<file path="config.mk">
export PLATFORM = sky130hd
export DESIGN_NAME = geohash_encoder_core_flat
export DESIGN_NICKNAME = d
export VERILOG_FILES = /design/src/sv/geo_pkg.sv /design/src/sv/geo_req_if.sv /design/src/sv/geo_rsp_if.sv /design/src/sv/geo_front.sv /design/src/sv/geo_fifo.sv /design/src/sv/geo_back.sv /design/src/sv/geohash_encoder_core.sv /design/src/flat_wrapper.sv
export SDC_FILE = /design/constraint.sdc
export NUM_CORES = 1
export LEC_CHECK = 0
export BUFFER_PORTS_ARGS = -buffer_cell sky130_fd_sc_hd__buf_2
export CORE_ASPECT_RATIO = 0.9
export CORE_MARGIN = 2
export CORE_UTILIZATION = 25
export DETAILED_ROUTE_END_ITERATION = 10
export PLACE_DENSITY_LB_ADDON = 0.05
export SLEW_MARGIN = 20
export SYNTH_ARGS = -nofsm -noshare
export SYNTH_HDL_FRONTEND = slang
export SYNTH_SLANG_ARGS = --single-unit
</file>
<file path="constraint.sdc">
create_clock -name clk_i -period 17.2 [get_ports clk_i]
set_clock_uncertainty 0.1 [all_clocks]
set_input_delay 0 -clock clk_i [delete_from_list [all_inputs] [get_ports clk_i]]
set_output_delay 0 -clock clk_i [all_outputs]
set_load 0.01 [all_outputs]
</file>
<file path="src/sv/geo_pkg.sv">
// Package for the geohash encoder: widths, limits, initial bisection
// intervals, the job record and the base-32 character table. No dependencies.
package geo_pkg;

  localparam int unsigned MAX_CHARS       = 32;
  localparam int unsigned EXTRA_FRAC_BITS = 32;

  localparam int unsigned LAT_W  = 31;
  localparam int unsigned LON_W  = 32;
  localparam int unsigned PREC_W = 6;
  localparam int unsigned CHAR_W = 7;

  // Endpoints carry the extra fraction bits; span width leaves out the sign.
  localparam int unsigned LAT_EP_W   = LAT_W + EXTRA_FRAC_BITS;
  localparam int unsigned LON_EP_W   = LON_W + EXTRA_FRAC_BITS;
  localparam int unsigned LAT_SPAN_W = LAT_EP_W - 1;
  localparam int unsigned LON_SPAN_W = LON_EP_W - 1;

  localparam longint LAT_LIMIT_VAL = 64'sd377487360;  // 90 deg at 2^-22
  localparam longint LON_LIMIT_VAL = 64'sd754974720;  // 180 deg at 2^-22

  localparam logic signed [LAT_W-1:0] LAT_LIMIT = LAT_W'(LAT_LIMIT_VAL);
  localparam logic signed [LON_W-1:0] LON_LIMIT = LON_W'(LON_LIMIT_VAL);

  localparam logic signed [LAT_EP_W-1:0] LAT_LO_INIT =
    LAT_EP_W'(-LAT_LIMIT_VAL) <<< EXTRA_FRAC_BITS;
  localparam logic signed [LON_EP_W-1:0] LON_LO_INIT =
    LON_EP_W'(-LON_LIMIT_VAL) <<< EXTRA_FRAC_BITS;
  localparam logic [LAT_SPAN_W-1:0] LAT_SPAN_INIT =
    LAT_SPAN_W'(2 * LAT_LIMIT_VAL) << EXTRA_FRAC_BITS;
  localparam logic [LON_SPAN_W-1:0] LON_SPAN_INIT =
    LON_SPAN_W'(2 * LON_LIMIT_VAL) << EXTRA_FRAC_BITS;

  localparam int unsigned BITS_PER_CHAR = 5;
  localparam int unsigned ACC_W         = 4;   // leftover bits between steps
  localparam int unsigned CNT_W         = 3;

  localparam int unsigned FIFO_DEPTH = 2;
  localparam int unsigned FIFO_PTR_W = $clog2(FIFO_DEPTH);
  localparam int unsigned FIFO_CNT_W = $clog2(FIFO_DEPTH + 1);

  typedef struct packed {
    logic                     err;
    logic signed [LAT_W-1:0]  lat;
    logic signed [LON_W-1:0]  lon;
    logic [PREC_W-1:0]        prec;
  } job_t;

  typedef enum logic {
    BK_IDLE,
    BK_RUN
  } back_state_e;

  localparam logic [CHAR_W-1:0] CODE_TABLE [32] = '{
    7'h30, 7'h31, 7'h32, 7'h33, 7'h34, 7'h35, 7'h36, 7'h37,
    7'h38, 7'h39, 7'h62, 7'h63, 7'h64, 7'h65, 7'h66, 7'h67,
    7'h68, 7'h6A, 7'h6B, 7'h6D, 7'h6E, 7'h70, 7'h71, 7'h72,
    7'h73, 7'h74, 7'h75, 7'h76, 7'h77, 7'h78, 7'h79, 7'h7A
  };

  function automatic logic [CHAR_W-1:0] code_char(input logic [BITS_PER_CHAR-1:0] idx);
    return CODE_TABLE[idx];
  endfunction

endpackage

</file>
<file path="src/sv/geo_req_if.sv">
// Request channel of the geohash encoder: valid/ready plus coordinates
// and precision. Depends on geo_pkg.
interface geo_req_if;
  import geo_pkg::*;

  logic                    valid;
  logic                    ready;
  logic signed [LAT_W-1:0] latitude;
  logic signed [LON_W-1:0] longitude;
  logic [PREC_W-1:0]       precision;

  modport source (output valid, latitude, longitude, precision, input ready);
  modport sink   (input valid, latitude, longitude, precision, output ready);
endinterface

</file>
<file path="src/sv/geo_rsp_if.sv">
// Result channel of the geohash encoder: valid/ready plus one character,
// last and error flags. Depends on geo_pkg.
interface geo_rsp_if;
  import geo_pkg::*;

  logic              valid;
  logic              ready;
  logic [CHAR_W-1:0] char_code;
  logic              last;
  logic              error;

  modport source (output valid, char_code, last, error, input ready);
  modport sink   (input valid, char_code, last, error, output ready);
endinterface

</file>
<file path="src/sv/geo_front.sv">
// Front end: takes request transfers, range-checks precision and
// coordinates, and pushes a job record into the queue. Depends on geo_pkg.
module geo_front import geo_pkg::*; (
  geo_req_if.sink req_i,
  input  logic    full_i,
  output logic    push_o,
  output job_t    job_o
);

  logic lat_ok, lon_ok, prec_ok;

  assign lat_ok  = (req_i.latitude >= -LAT_LIMIT) && (req_i.latitude <= LAT_LIMIT);
  assign lon_ok  = (req_i.longitude >= -LON_LIMIT) && (req_i.longitude <= LON_LIMIT);
  assign prec_ok = (req_i.precision != '0) &&
                   (req_i.precision <= PREC_W'(MAX_CHARS));

  assign req_i.ready = !full_i;
  assign push_o      = req_i.valid && !full_i;

  always_comb begin
    job_o.err  = !(lat_ok && lon_ok && prec_ok);
    job_o.lat  = req_i.latitude;
    job_o.lon  = req_i.longitude;
    job_o.prec = req_i.precision;
  end

endmodule

</file>
<file path="src/sv/geo_fifo.sv">
// Short job queue between front end and bisection back end.
// Depends on geo_pkg (job_t, FIFO_DEPTH).
module geo_fifo import geo_pkg::*; (
  input  logic clk_i,
  input  logic rst_ni,
  input  logic push_i,
  input  job_t job_i,
  output logic full_o,
  input  logic pop_i,
  output job_t job_o,
  output logic empty_o
);

  job_t                  mem_q [FIFO_DEPTH];
  logic [FIFO_PTR_W-1:0] wr_ptr_q, rd_ptr_q;
  logic [FIFO_CNT_W-1:0] count_q;

  assign full_o  = (count_q == FIFO_CNT_W'(FIFO_DEPTH));
  assign empty_o = (count_q == '0);
  assign job_o   = mem_q[rd_ptr_q];

  always_ff @(posedge clk_i) begin
    if (push_i) begin
      mem_q[wr_ptr_q] <= job_i;
    end
  end

  always_ff @(posedge clk_i or negedge rst_ni) begin
    if (!rst_ni) begin
      wr_ptr_q <= '0;
      rd_ptr_q <= '0;
      count_q  <= '0;
    end else begin
      if (push_i) begin
        wr_ptr_q <= (wr_ptr_q == FIFO_PTR_W'(FIFO_DEPTH - 1)) ? '0 : wr_ptr_q + 1'b1;
      end
      if (pop_i) begin
        rd_ptr_q <= (rd_ptr_q == FIFO_PTR_W'(FIFO_DEPTH - 1)) ? '0 : rd_ptr_q + 1'b1;
      end
      if (push_i && !pop_i) begin
        count_q <= count_q + 1'b1;
      end else if (pop_i && !push_i) begin
        count_q <= count_q - 1'b1;
      end
    end
  end

endmodule

</file>
<file path="src/sv/geo_back.sv">
// Back end: bisects longitude and latitude one step each per cycle unless the
// result register is held, packs bits into characters and drives it. Depends on geo_pkg.
module geo_back import geo_pkg::*; (
  input  logic      clk_i,
  input  logic      rst_ni,
  input  job_t      job_i,
  input  logic      job_vld_i,
  output logic      job_pop_o,
  geo_rsp_if.source rsp_o
);

  back_state_e state_q, state_d;

  logic signed [LAT_EP_W-1:0] lat_c_q, lat_c_d, lat_lo_q, lat_lo_d, lat_mid;
  logic signed [LON_EP_W-1:0] lon_c_q, lon_c_d, lon_lo_q, lon_lo_d, lon_mid;
  logic [LAT_SPAN_W-1:0]      lat_w_q, lat_w_d, lat_half;
  logic [LON_SPAN_W-1:0]      lon_w_q, lon_w_d, lon_half;
  logic                       lat_bit, lon_bit;

  logic [ACC_W-1:0]  acc_q, acc_d;
  logic [CNT_W-1:0]  cnt_q, cnt_d;
  logic [PREC_W-1:0] done_q, done_d, prec_q, prec_d;
  logic [ACC_W+1:0]  acc_new;

  logic              out_vld_q, out_vld_d, out_last_q, out_last_d, out_err_q, out_err_d;
  logic [CHAR_W-1:0] out_char_q, out_char_d;
  logic              out_free;

  // One bisection step per axis; span is carried instead of the upper end.
  assign lat_half = lat_w_q >> 1;
  assign lon_half = lon_w_q >> 1;
  assign lat_mid  = lat_lo_q + $signed({1'b0, lat_half});
  assign lon_mid  = lon_lo_q + $signed({1'b0, lon_half});
  assign lat_bit  = lat_c_q > lat_mid;
  assign lon_bit  = lon_c_q > lon_mid;
  assign acc_new  = {acc_q, lon_bit, lat_bit};

  assign out_free  = !out_vld_q || rsp_o.ready;
  assign job_pop_o = (state_q == BK_IDLE) && job_vld_i && out_free;

  assign rsp_o.valid     = out_vld_q;
  assign rsp_o.char_code = out_char_q;
  assign rsp_o.last      = out_last_q;
  assign rsp_o.error     = out_err_q;

  always_comb begin
    state_d    = state_q;
    lat_c_d    = lat_c_q;
    lon_c_d    = lon_c_q;
    lat_lo_d   = lat_lo_q;
    lon_lo_d   = lon_lo_q;
    lat_w_d    = lat_w_q;
    lon_w_d    = lon_w_q;
    acc_d      = acc_q;
    cnt_d      = cnt_q;
    done_d     = done_q;
    prec_d     = prec_q;
    out_vld_d  = out_vld_q && !rsp_o.ready;
    out_char_d = out_char_q;
    out_last_d = out_last_q;
    out_err_d  = out_err_q;
    unique case (state_q)
      BK_IDLE: begin
        if (job_pop_o) begin
          if (job_i.err) begin
            out_vld_d  = 1'b1;
            out_char_d = '0;
            out_last_d = 1'b1;
            out_err_d  = 1'b1;
          end else begin
            lat_c_d  = LAT_EP_W'(job_i.lat) <<< EXTRA_FRAC_BITS;
            lon_c_d  = LON_EP_W'(job_i.lon) <<< EXTRA_FRAC_BITS;
            lat_lo_d = LAT_LO_INIT;
            lon_lo_d = LON_LO_INIT;
            lat_w_d  = LAT_SPAN_INIT;
            lon_w_d  = LON_SPAN_INIT;
            acc_d    = '0;
            cnt_d    = '0;
            done_d   = '0;
            prec_d   = job_i.prec;
            state_d  = BK_RUN;
          end
        end
      end
      BK_RUN: begin
        if (out_free) begin
          lat_lo_d = lat_bit ? lat_mid : lat_lo_q;
          lat_w_d  = lat_bit ? (lat_w_q - lat_half) : lat_half;
          lon_lo_d = lon_bit ? lon_mid : lon_lo_q;
          lon_w_d  = lon_bit ? (lon_w_q - lon_half) : lon_half;
          // Two new bits per step; a character completes at five or six held bits.
          if (cnt_q == CNT_W'(BITS_PER_CHAR - 2)) begin
            out_char_d = code_char(acc_new[BITS_PER_CHAR-1:0]);
            acc_d      = '0;
            cnt_d      = '0;
          end else if (cnt_q == CNT_W'(BITS_PER_CHAR - 1)) begin
            out_char_d = code_char(acc_new[BITS_PER_CHAR:1]);
            acc_d      = ACC_W'(acc_new[0]);
            cnt_d      = CNT_W'(1);
          end else begin
            acc_d = acc_new[ACC_W-1:0];
            cnt_d = cnt_q + CNT_W'(2);
          end
          if (cnt_q >= CNT_W'(BITS_PER_CHAR - 2)) begin
            out_vld_d  = 1'b1;
            out_err_d  = 1'b0;
            out_last_d = (done_q + 1'b1 == prec_q);
            done_d     = done_q + 1'b1;
            if (done_q + 1'b1 == prec_q) begin
              state_d = BK_IDLE;
            end
          end
        end
      end
      default: state_d = BK_IDLE;
    endcase
  end

  always_ff @(posedge clk_i or negedge rst_ni) begin
    if (!rst_ni) begin
      state_q   <= BK_IDLE;
      out_vld_q <= 1'b0;
      acc_q     <= '0;
      cnt_q     <= '0;
      done_q    <= '0;
      prec_q    <= '0;
    end else begin
      state_q   <= state_d;
      out_vld_q <= out_vld_d;
      acc_q     <= acc_d;
      cnt_q     <= cnt_d;
      done_q    <= done_d;
      prec_q    <= prec_d;
    end
  end

  always_ff @(posedge clk_i) begin
    lat_c_q    <= lat_c_d;
    lon_c_q    <= lon_c_d;
    lat_lo_q   <= lat_lo_d;
    lon_lo_q   <= lon_lo_d;
    lat_w_q    <= lat_w_d;
    lon_w_q    <= lon_w_d;
    out_char_q <= out_char_d;
    out_last_q <= out_last_d;
    out_err_q  <= out_err_d;
  end

  a_cnt_range: assert property (@(posedge clk_i) disable iff (!rst_ni)
    (state_q == BK_RUN) |-> (cnt_q <= CNT_W'(BITS_PER_CHAR - 1)))
    else $error("bit count out of range");

  a_done_below_prec: assert property (@(posedge clk_i) disable iff (!rst_ni)
    (state_q == BK_RUN) |-> (done_q < prec_q))
    else $error("character count passed precision while running");

  a_err_result: assert property (@(posedge clk_i) disable iff (!rst_ni)
    (out_vld_q && out_err_q) |-> (out_last_q && out_char_q == '0))
    else $error("error result not a single zero last item");

  a_pop_idle: assert property (@(posedge clk_i) disable iff (!rst_ni)
    job_pop_o |-> (state_q == BK_IDLE && out_free))
    else $error("job taken while busy");

endmodule

</file>
<file path="src/sv/geohash_encoder_core.sv">
// Top level of the geohash encoder: front end, job queue and bisection
// back end. Depends on geo_pkg, geo_req_if, geo_rsp_if, geo_front, geo_fifo, geo_back.
//
// Encodes a latitude/longitude (units of 2^-22 degree) into 1 to 32 base-32
// geohash characters, one result transfer per character, the final one
// flagged last. A bad precision or an out-of-range coordinate yields a single
// result with char_code 0, last and error set. The front end checks each
// request and pushes it into a two-entry queue in the cycle of the transfer,
// so up to two requests can be taken while the back end works. The back end
// loads a job, then does one longitude and one latitude bisection step per
// cycle unless held (a 64-bit add and compare for longitude, 63-bit for
// latitude); an error request never leaves the idle state. Results leave
// through an output register, and the back end holds while that register
// is full and not taken. Interval endpoints carry 32 extra fraction bits;
// midpoints are exact through 22 characters and rounded toward minus
// infinity beyond.
module geohash_encoder_core import geo_pkg::*; (
  input  logic      clk_i,
  input  logic      rst_ni,
  geo_req_if.sink   req_i,
  geo_rsp_if.source rsp_o
);

  job_t push_job, pop_job;
  logic push, full, pop, empty;

  // Classify and enqueue each request transfer.
  geo_front u_front (
    .req_i  (req_i),
    .full_i (full),
    .push_o (push),
    .job_o  (push_job)
  );

  // Decouples request acceptance from character generation.
  geo_fifo u_fifo (
    .clk_i   (clk_i),
    .rst_ni  (rst_ni),
    .push_i  (push),
    .job_i   (push_job),
    .full_o  (full),
    .pop_i   (pop),
    .job_o   (pop_job),
    .empty_o (empty)
  );

  // Bisection datapath and result register.
  geo_back u_back (
    .clk_i     (clk_i),
    .rst_ni    (rst_ni),
    .job_i     (pop_job),
    .job_vld_i (!empty),
    .job_pop_o (pop),
    .rsp_o     (rsp_o)
  );

endmodule

</file>
<file path="src/flat_wrapper.sv">
// flat-port wrapper written by rule: the top's interface ports become plain ports
module geohash_encoder_core_flat import geo_pkg::*;
  (clk_i, rst_ni, req_i_valid, req_i_latitude, req_i_longitude, req_i_precision, req_i_ready, rsp_o_valid, rsp_o_char_code, rsp_o_last, rsp_o_error, rsp_o_ready);
  geo_req_if req_i_i ();
  geo_rsp_if rsp_o_i ();
  input  logic clk_i;
  input  logic rst_ni;
  input wire logic [$bits(req_i_i.valid)-1:0] req_i_valid;
  input wire logic [$bits(req_i_i.latitude)-1:0] req_i_latitude;
  input wire logic [$bits(req_i_i.longitude)-1:0] req_i_longitude;
  input wire logic [$bits(req_i_i.precision)-1:0] req_i_precision;
  output wire logic [$bits(req_i_i.ready)-1:0] req_i_ready;
  output wire logic [$bits(rsp_o_i.valid)-1:0] rsp_o_valid;
  output wire logic [$bits(rsp_o_i.char_code)-1:0] rsp_o_char_code;
  output wire logic [$bits(rsp_o_i.last)-1:0] rsp_o_last;
  output wire logic [$bits(rsp_o_i.error)-1:0] rsp_o_error;
  input wire logic [$bits(rsp_o_i.ready)-1:0] rsp_o_ready;
  assign req_i_i.valid = req_i_valid;
  assign req_i_i.latitude = req_i_latitude;
  assign req_i_i.longitude = req_i_longitude;
  assign req_i_i.precision = req_i_precision;
  assign req_i_ready = req_i_i.ready;
  assign rsp_o_valid = rsp_o_i.valid;
  assign rsp_o_char_code = rsp_o_i.char_code;
  assign rsp_o_last = rsp_o_i.last;
  assign rsp_o_error = rsp_o_i.error;
  assign rsp_o_i.ready = rsp_o_ready;
  geohash_encoder_core u_core (.clk_i(clk_i), .rst_ni(rst_ni), .req_i(req_i_i), .rsp_o(rsp_o_i));
endmodule
</file>
-- Word-level counts from Yosys, hierarchy flattened
Memories as Yosys holds them, arrays and structs flattened.
Index checks and enable logic that the tools add are counted.
- register bits: 349
- RAM bits: 140
- bits in read-only memories: 448
- input port bits: 73
- output and inout port bits: 11
- word-level logic and storage cells: 158
- memories: 3
- add/subtract/negate cells: 10
- $lt $le $gt $ge: 10
- eq/ne operators: 12
- mux-type cells: 72
- bitwise logic cells: 4
- reductions and logical operators: 29
- memories (memory ; words ; bits a word ; rd ports ; clocked after memory_dff ; write ports ; line ; source):
    (name not given) ; 32 ; 7 ; 1 ; 0 ; 0 ; geo_pkg.sv:62 ; return CODE_TABLE[idx];
    (name not given) ; 32 ; 7 ; 1 ; 0 ; 0 ; geo_pkg.sv:62 ;
    u_core.u_fifo.mem_q ; 2 ; 70 ; 1 ; 0 ; 1 ; geo_fifo.sv:14 ; job_t mem_q [FIFO_DEPTH];
- operator list (kind ; number):
    two-way mux 63 bit ; 8
    two-way mux 64 bit ; 4
    case mux 63 bit (2 select lines) ; 2
    two-way mux 62 bit ; 4
    case mux 64 bit (2 select lines) ; 1
    case mux 62 bit (2 select lines) ; 1
    adder 64 x 63 -> 64 bit ; 1
    > comparator 64 bit ; 1
    adder 63 x 62 -> 63 bit ; 1
    > comparator 63 bit ; 1
    two-way mux 7 bit ; 9
    subtractor 63 x 62 -> 63 bit ; 1
    subtractor 62 x 61 -> 62 bit ; 1
    >= comparator 32 x 31 -> 1 bit, second input constant ; 1
    <= comparator 32 x 31 -> 1 bit, second input constant ; 1
    >= comparator 31 x 30 -> 1 bit, second input constant ; 1
    <= comparator 31 x 30 -> 1 bit, second input constant ; 1
    two-way mux 6 bit ; 4
    two-way mux 4 bit ; 5
    AND reduction 4 bit ; 5
    two-way mux 1 bit ; 19
    two-way mux 3 bit ; 5
    case mux 7 bit (2 select lines) ; 1
    >= comparator 6 bit, second input constant ; 2
    other kinds (28) ; 57

-- Logic depth before layout (Yosys ltp)
Gate-level depths: netlist (run 1).
- depth in word-level cells: 10
- mapped depth: 35
- gate-level depth less buffers: 34

-- Cells and area by module
Synthesis (run 1) repeated with hierarchy kept, for this count alone.
- cells, all modules: 3757
- area, all modules: 36542.5 sq um
- modules (own cells, without submodules) (module ; times used ; cells an instance ; area an instance (sq um) ; sequential area each (sq um)):
    geo_back ; 1 ; 3409 ; 30153.9 ; 10254.8
    geo_fifo ; 1 ; 234 ; 5589.1 ; 4304.1
    geo_front ; 1 ; 113 ; 795.8 ; 0.0
    geohash_encoder_core ; 1 ; 1 ; 3.8 ; 0.0

-- Worst setup path after synthesis (run 1)
No wires, ideal clock.
- path kind: register to register
- start point: register u_core.u_back.lat_w_q[28]
- end point: register u_core.u_back.lat_lo_q[0], enable pin
- setup time: 505 ps
- arrival time: 8449 ps
- data required time: 16595 ps
- path slack: 8146 ps
- stages on the path, launching flop included: 25
- path buffers: 2
- period minus slack after synthesis: 9054 ps
- cell sequence: edfxtp_1 > ha_1 > clkbuf_1 > and3_1 > and2_1 > a221oi_1 > inv_1 > o31ai_1 > a21oi_1 > a21boi_0 > o21ai_1 > a221o_1 > a211oi_1 > o21ai_0 > and2_1 > ha_1 > nand4_1 > or4_1 > or3_1 > nor2_1 > o41ai_1 > a21oi_2 > inv_2 > buf_2 > a21oi_1
- word-level cells in the longest chain between the ends: 4
- ends and longest elaborated chain (element ; line ; source):
    from (decl) ; geo_back.sv:16 ; logic [LAT_SPAN_W-1:0] lat_w_q, lat_w_d, lat_half;
    from (signal assigned) ; geo_back.sv:142 ; lat_w_q <= lat_w_d;
    adder 63 x 62 -> 63 bit ; geo_back.sv:32 ; assign lat_mid = lat_lo_q + $signed({1'b0, lat_half});
    > comparator 63 bit ; geo_back.sv:34 ; assign lat_bit = lat_c_q > lat_mid;
    inequality test 2 x 1 -> 1 bit (no line) ; - ;
    AND reduction 4 bit (no line) ; - ;
    to (signal assigned) ; geo_back.sv:140 ; lat_lo_q <= lat_lo_d;
    to (decl) ; geo_back.sv:14 ; logic signed [LAT_EP_W-1:0] lat_c_q, lat_c_d, lat_lo_q, lat_lo_d, lat_mid;
Every way passes these cells.
A chain may end at the register's enable or synchronous reset.

-- Final worst setup path (run 1)
- start point: register u_core.u_back.lon_w_q[1]
- end point: register u_core.u_back.lon_lo_q[13], enable pin
- word-level cells in the longest chain between the ends: 4
- ends and longest elaborated chain (element ; line ; source):
    from (decl) ; geo_back.sv:17 ; logic [LON_SPAN_W-1:0] lon_w_q, lon_w_d, lon_half;
    from (signal assigned) ; geo_back.sv:143 ; lon_w_q <= lon_w_d;
    adder 64 x 63 -> 64 bit ; geo_back.sv:33 ; assign lon_mid = lon_lo_q + $signed({1'b0, lon_half});
    > comparator 64 bit ; geo_back.sv:35 ; assign lon_bit = lon_c_q > lon_mid;
    inequality test 2 x 1 -> 1 bit (no line) ; - ;
    AND reduction 4 bit (no line) ; - ;
    to (signal assigned) ; geo_back.sv:141 ; lon_lo_q <= lon_lo_d;
    to (decl) ; geo_back.sv:15 ; logic signed [LON_EP_W-1:0] lon_c_q, lon_c_d, lon_lo_q, lon_lo_d, lon_mid;
Every way passes these cells.

==> impl_metrics.ini, run 1 <==
[route]
drt-total-wl_microns = 105000
wl_per_cell_microns = 18.6
viasPerCell = 4.78
num_vias = 27000
drtPass1Iterations = 5
ant_nets = 0
first_iter_violations = 1565
drc = 0

[timing]
fin_crit_sh_pct = 54.5
hold_violations = 0
relSlewSlack_pct = 29.4
timing.final.max_slew_violations = 0
setup_violations = 0
fmax_mhz = 107
timing.hold.ws_ps = 78.6
tns_ps = 0
fin_crit_ps = 9370
rsz0062_at_grt = false
tightestPinTransition_ps = 1050

[clock_tree]
cts_hold_buffers = 142
clk_pin_slew_ps = 50
h-tree-depth = 3
post_cts_buffers = 0
cts_buffer_depth = 3
numCtsBuffers = 69
clkLatencyLatePin_ps = 650
cts_tree = done
cts-resized-gates = 0
cts.sinks = 489
cts-root-buf = clkbuf_16

[logic_synthesis]
synth_edf_count = 464
synthArstFlopShare_pct = 5.11
synth_fp_nets = 3949
synth_top_area_cell = edfxtp_1
synth_seq_area_share_pct = 42.1
ys.flop_type = edfxtp_1
synthesis.area_sq_mm = 0.0346
yosys_warnings = 0
avgSynthCellArea_sq_um = 9.74
synth_seq_cells = 489
synth_cells = 3550
synth_top_area_share_pct = 40.3
synth_cell_types = 84
synth.area.top_cells = edfxtp_1 40%, ha_1 12%, a21oi_1 5.5%

[floorplan]
num_io_pins = 84
dieArea_sq_mm = 0.141
die_w_microns = 396
start_util_pct = 25.2
die_y_microns = 357
core_area_sq_mm = 0.137
num_rows = 129

[worst_setup_path]
path_class = reg -> reg
cp.required_ps = 17420
cp_slowest_cell = buf_4
arrival_ps = 9590
slowest_delay_ps = 680
cp-end-kind = flip-flop
cp_max_fo = 56
worstSetupStartpointType = flip-flop

[global_routing]
grt_max_degree = 82
grt_pass1_vias = 27300
antenna_found_initial = 2
grt_overflow_total = 0
grt_first_pass_wirelength_microns = 165000
grtUsageTotal_pct = 14.7

[run]
maxCapViolations = 0

[placed_design]
dp_cells = 5373
dp.final_hpwl_microns = 75200
gp_congestion = 0.779
io_buffers = 83

[finish]
area_growth_syn_to_layout_pct = 17.8
final_common_cell = edfxtp_1
fin_cells = 5638
nNetsFinal = 4153
final_util_pct = 29.7
most-common-layout-cells = 464 x edfxtp_1, 375 x a21oi_1, 322 x ha_1, 291 x nand2_1, 289 x nor2_1
antenna_cells = 0
drive_gt1_share_pct = 8.25

[outcome]
status = complete, no violations

[min_path]
hold_class = in -> reg
==> logic make-up (layout without fill, tap and decap cells) <==
family	count (synthesis)	count (layout)	synth area share, %
xor gates and xnor gates	214	214	5.42
DFF	489	489	42.1
and+or+nand+nor	1041	1041	14.4
muxes	89	89	2.81
buffers and inverters	316	570	3.58
AOI/OAI and AO/OA	1075	1075	19.8
adders and majority gates	326	326	11.9
==> critical path, delay by kind of cell, from the launching register on <==
kind                     cells  cell delay [ps]
buffers and inverters        3             1170
adder cells (fa/ha/maj)      3              980
AND/OR/NAND/NOR             12             2940
XOR/XNOR                     1              100
AO/OA/AOI/OAI               12             3260
flip-flops                   1              450
==> per-stage QoR <==
| stage | setup WS (ps) | instance area [sq um] |
|---|---|---|
| final | 7830 | 40700 |
| after global routing | 6940 | 40700 |
| after global placement | 7870 | 37100 |
| after floorplan | 8150 | 34600 |
| after detailed placement | 7680 | 37100 |
| after CTS | 7620 | 40700 |
==> cell usage after synthesis (28+ instances only) <==
library cell,number
o21a_1,28
edfxtp_1,464
or3_1,28
ha_1,322
nand4_1,54
a21oi_1,377
nor2_1,292
xor2_1,102
clkbuf_1,90
mux2_2,66
nor2b_1,47
and3_1,45
and2_1,50
nand3_1,64
nand2_1,291
o21ai_0,187
a31oi_1,36
a21o_1,170
o21bai_1,34
inv_1,201
nand2b_1,45
a211oi_1,33
xnor2_1,112
nor3_1,48
==> state kept, by name, summed over array words and instances, names as in the netlist <==
register / flops
u_core.u_back.cnt_q: 3
u_core.u_back.done_q: 6
u_core.u_back.rsp_o.valid: 1
u_core.u_back.state_q: 1
u_core.u_back.rsp_o.error: 1
u_core.u_fifo.rd_ptr_q: 1
u_core.u_back.lon_lo_q: 64
u_core.u_back.prec_q: 6
u_core.u_fifo.count_q: 2
u_core.u_back.lat_c_q: 31
u_core.u_fifo.wr_ptr_q: 1
u_core.u_back.rsp_o.char_code: 7
u_core.u_back.rsp_o.last: 1
u_core.u_back.acc_q: 4
u_core.u_back.lat_w_q: 62
u_core.u_back.lat_lo_q: 63
u_core.u_back.lon_c_q: 32
u_core.u_fifo.mem_q: 140
u_core.u_back.lon_w_q: 63
==> cell type report <==
type / instances / area (sq um)
clock buffers: 91 / 1900
clock inverters: 30 / 295
fillers: 14500 / 96600
inverters: 203 / 774
multi-input cells: 2745 / 18900
flip-flops and latches: 489 / 14600
well taps: 1834 / 2290
repair buffers: 246 / 2030
==> layer usage <==
metal | track usage (%) | vias up | part of all wire (%)
met2 | 21.6 | 348 | 41
li1 | - | 13600 | -
met3 | 2.20 | 103 | 3.5
met5 | 0 | - | 0.012
met4 | 3.32 | 2 | 1.5
met1 | 22.5 | 12900 | 54
==> final timing paths <==
path,start,slack (ps),end,cells after the start
worst min-delay path,req_i_longitude[8],80,u_core.u_fifo.mem_q[0][14],2
worst max register to register,u_core.u_back.lon_w_q[1],7830,u_core.u_back.lon_lo_q[13],31
max in group asynchronous,rst_ni,16510,u_core.u_back.state_q,4
worst min register to register,u_core.u_fifo.count_q[1],390,u_core.u_fifo.count_q[1],1
min in group asynchronous,rst_ni,290,u_core.u_fifo.wr_ptr_q,4
worst max-delay path,u_core.u_back.lon_w_q[1],7830,u_core.u_back.lon_lo_q[13],31
Power of run 1 is left out: the tool's default activity adds up to more than one toggle a clock period on the data nets, which glitch-free logic cannot reach.
==> inputs of run 2 (changes only) <==
- ABC_AREA: unset -> 1
- clock period: 17.2 -> 9.49 ns (I/O delays scaled with it)
==> impl_metrics.ini, run 2 <==
[finish]
top_register = u_core.u_fifo.mem_q
final_common_cell = nand2_1
largest_register_ffs = 140
top_regs = u_core.u_fifo.mem_q x140, u_core.u_back.lon_lo_q x64
area_growth_syn_to_layout_pct = 16.9
most-common-layout-cells = 1185 x nand2_1, 654 x inv_1, 544 x nor2_1, 464 x edfxtp_1, 424 x a21oi_1
nNetsFinal = 5405
drive_gt1_share_pct = 4.87

[timing]
tns_ps = 0
fin_crit_ps = 7190
relSlewSlack_pct = 27.7
hold_violations = 0
fin_crit_sh_pct = 75.8
timing.final.max_slew_violations = 0
fmax_mhz = 139
rsz0062_at_grt = false
setup_violations = 0
tightestPinTransition_ps = 1080

[worst_setup_path]
reg2reg_slack_ps = 2300
r2r_start = u_core.u_back.lon_w_q[1]
reg2reg_to = u_core.u_back.lon_w_q[42]
cp-end-kind = flip-flop
worstSetupStartpointType = flip-flop
arrival_ps = 7480
cp.required_ps = 9780
cp_max_fo = 42
path_class = reg -> reg
ff2ff_path_depth = 27

[logic_synthesis]
synth_seq_area_share_pct = 39.5
synth.area.top_cells = edfxtp_1 38%, nand2_1 12%, ha_1 11%
synth_top_area_share_pct = 37.8
synth_fp_nets = 5153
avgSynthCellArea_sq_um = 7.75
synth_edf_count = 464
synth_common_cells = 1186 x nand2_1, 654 x inv_1, 547 x nor2_1
synth_seq_cells = 489
synthesis.area_sq_mm = 0.0369
synthArstFlopShare_pct = 5.11
ys.flop_type = edfxtp_1
synth_cells = 4754
synth_cell_types = 60
yosys_warnings = 0
synth.most_common_cell = nand2_1
synth_top_area_cell = edfxtp_1

[global_routing]
grt_first_pass_wirelength_microns = 201000
grt_pass1_vias = 32000
antenna_found_initial = 3
grtUsageTotal_pct = 17.3
grt_overflow_total = 0
grt_max_degree = 76

[min_path]
hold_depth = 4
hold_class = in -> reg
min_from = req_i_longitude[30]
holdPathEnd = u_core.u_fifo.mem_q[0][69]

[route]
drc = 0
num_vias = 32200
ant_nets = 0
wl_per_cell_microns = 18.8
first_iter_violations = 2185
drt-total-wl_microns = 132000
viasPerCell = 4.59
drtPass1Iterations = 5

[floorplan]
die_w_microns = 409
num_io_pins = 84
dieArea_sq_mm = 0.151
start_util_pct = 25.2
core_area_sq_mm = 0.146
die_y_microns = 368
num_rows = 133

[clock_tree]
cts-root-buf = clkbuf_16
h-tree-depth = 3
post_cts_buffers = 0
cts_buffer_depth = 3
numCtsBuffers = 68
cts.sinks = 489
clkLatencyLatePin_ps = 680
cts-resized-gates = 0
clk_pin_slew_ps = 50
cts_tree = done

[placed_design]
gp_congestion = 0.872
io_buffers = 83
dp.final_hpwl_microns = 103000

[run]
maxCapViolations = 0

[outcome]
status = complete, no violations
-- run 2: cell count changes after synthesis, moves of 64 or more --
cell / change
a21o_1: -141
inv_1: +453
mux2_2: -66
nand2_1: +895
nand3_1: +96
nor2_1: +255
o21ai_0: +64
-- run 2: per-stage QoR --
stage	instance area [sq um]	std cells	hold WS (ps)	setup WS, ps	utilization (%)
3_3_place_gp	39600	6750	-21.0	2160	27.1
5_1_grt	43100	7011	205	1540	29.5
4_1_cts	43100	7011	159	2210	29.5
3_5_place_dp	39600	6750	-26.9	2210	27.1
2_1_floorplan	36900	4754	-396	1440	-
6_report	43100	7012	222	2300	29.5
-- run 2: repair_timing --
| item | in CTS | in global routing |
|---|---|---|
| hold endpoints to repair | 211 | 0 |
| setup endpoints to repair | 0 | 0 |
| hold buffers | 143 | 0 |
-- run 2: final cells by class --
class	instances	area (sq um)
clock buffers	98	1850
multi-input cells	3535	19500
clock inverters	20	168
well taps	1957	2450
flip-flops and latches	489	14600
inverters	662	2490
diodes	1	2.50
repair buffers	250	2040
fillers	16000	103000
-- run 2: layer usage --
metal,vias up,track usage [%],wire length (microns)
li1,16600,-,-
met1,15100,27.1,72200
met3,111,1.99,4030
met2,500,25.3,53500
met4,0,3.46,2280
met5,-,0,0
-- run 2: worst max path at each step --
stage,depth (start not counted),from,slack (ps),end
6_report,27,u_core.u_back.lon_w_q[1],2300,u_core.u_back.lon_w_q[42]
5_1_grt,30,u_core.u_back.lat_w_q[8],1540,u_core.u_back.lat_lo_q[19]
2_1_floorplan,37,u_core.u_back.lat_w_q[1],1440,u_core.u_back.lat_lo_q[0]
4_1_cts,27,u_core.u_back.lon_w_q[1],2210,u_core.u_back.lon_w_q[42]
3_3_place_gp,30,u_core.u_back.lat_w_q[22],2160,u_core.u_back.lat_w_q[43]
3_5_place_dp,27,u_core.u_back.lon_w_q[1],2210,u_core.u_back.lon_w_q[51]
-- run 2: worst max-delay path: stages (launching register included) --
cell	delay (ps)
edfxtp_1	450
ha_1	300
fa_1	480
nand3_1	140
nand3_1	190
nand2_1	160
nand3_1	110
a21oi_1	610
o21ai_1	280
xnor2_1	230
ha_1	300
nand2_1	60
nor2_1	130
nand2_1	340
nor2_1	230
nand3_1	370
nor2_1	200
nand3_1	190
nor2_1	170
nand3_1	100
nor2_1	160
nand2_2	100
nand2_4	240
nor2_8	150
inv_2	780
a21oi_1	80
o21ai_0	120
o21ai_0	120
-- run 2: cells by family (layout without fill, tap and decap cells) --
logic type	after synthesis	count (layout)	share of synthesized area, %
AND/OR/NAND/NOR	2053	2053	22.6
AO/OA/AOI/OAI	980	980	14.9
buffers and inverters	730	1030	7.66
flip-flops	489	489	39.5
adder cells (fa/ha/maj)	326	326	11.1
XOR/XNOR	175	175	4.16
multiplexers	1	1	0.0272
other	0	1	0
Power of run 2 is left out for the same reason.
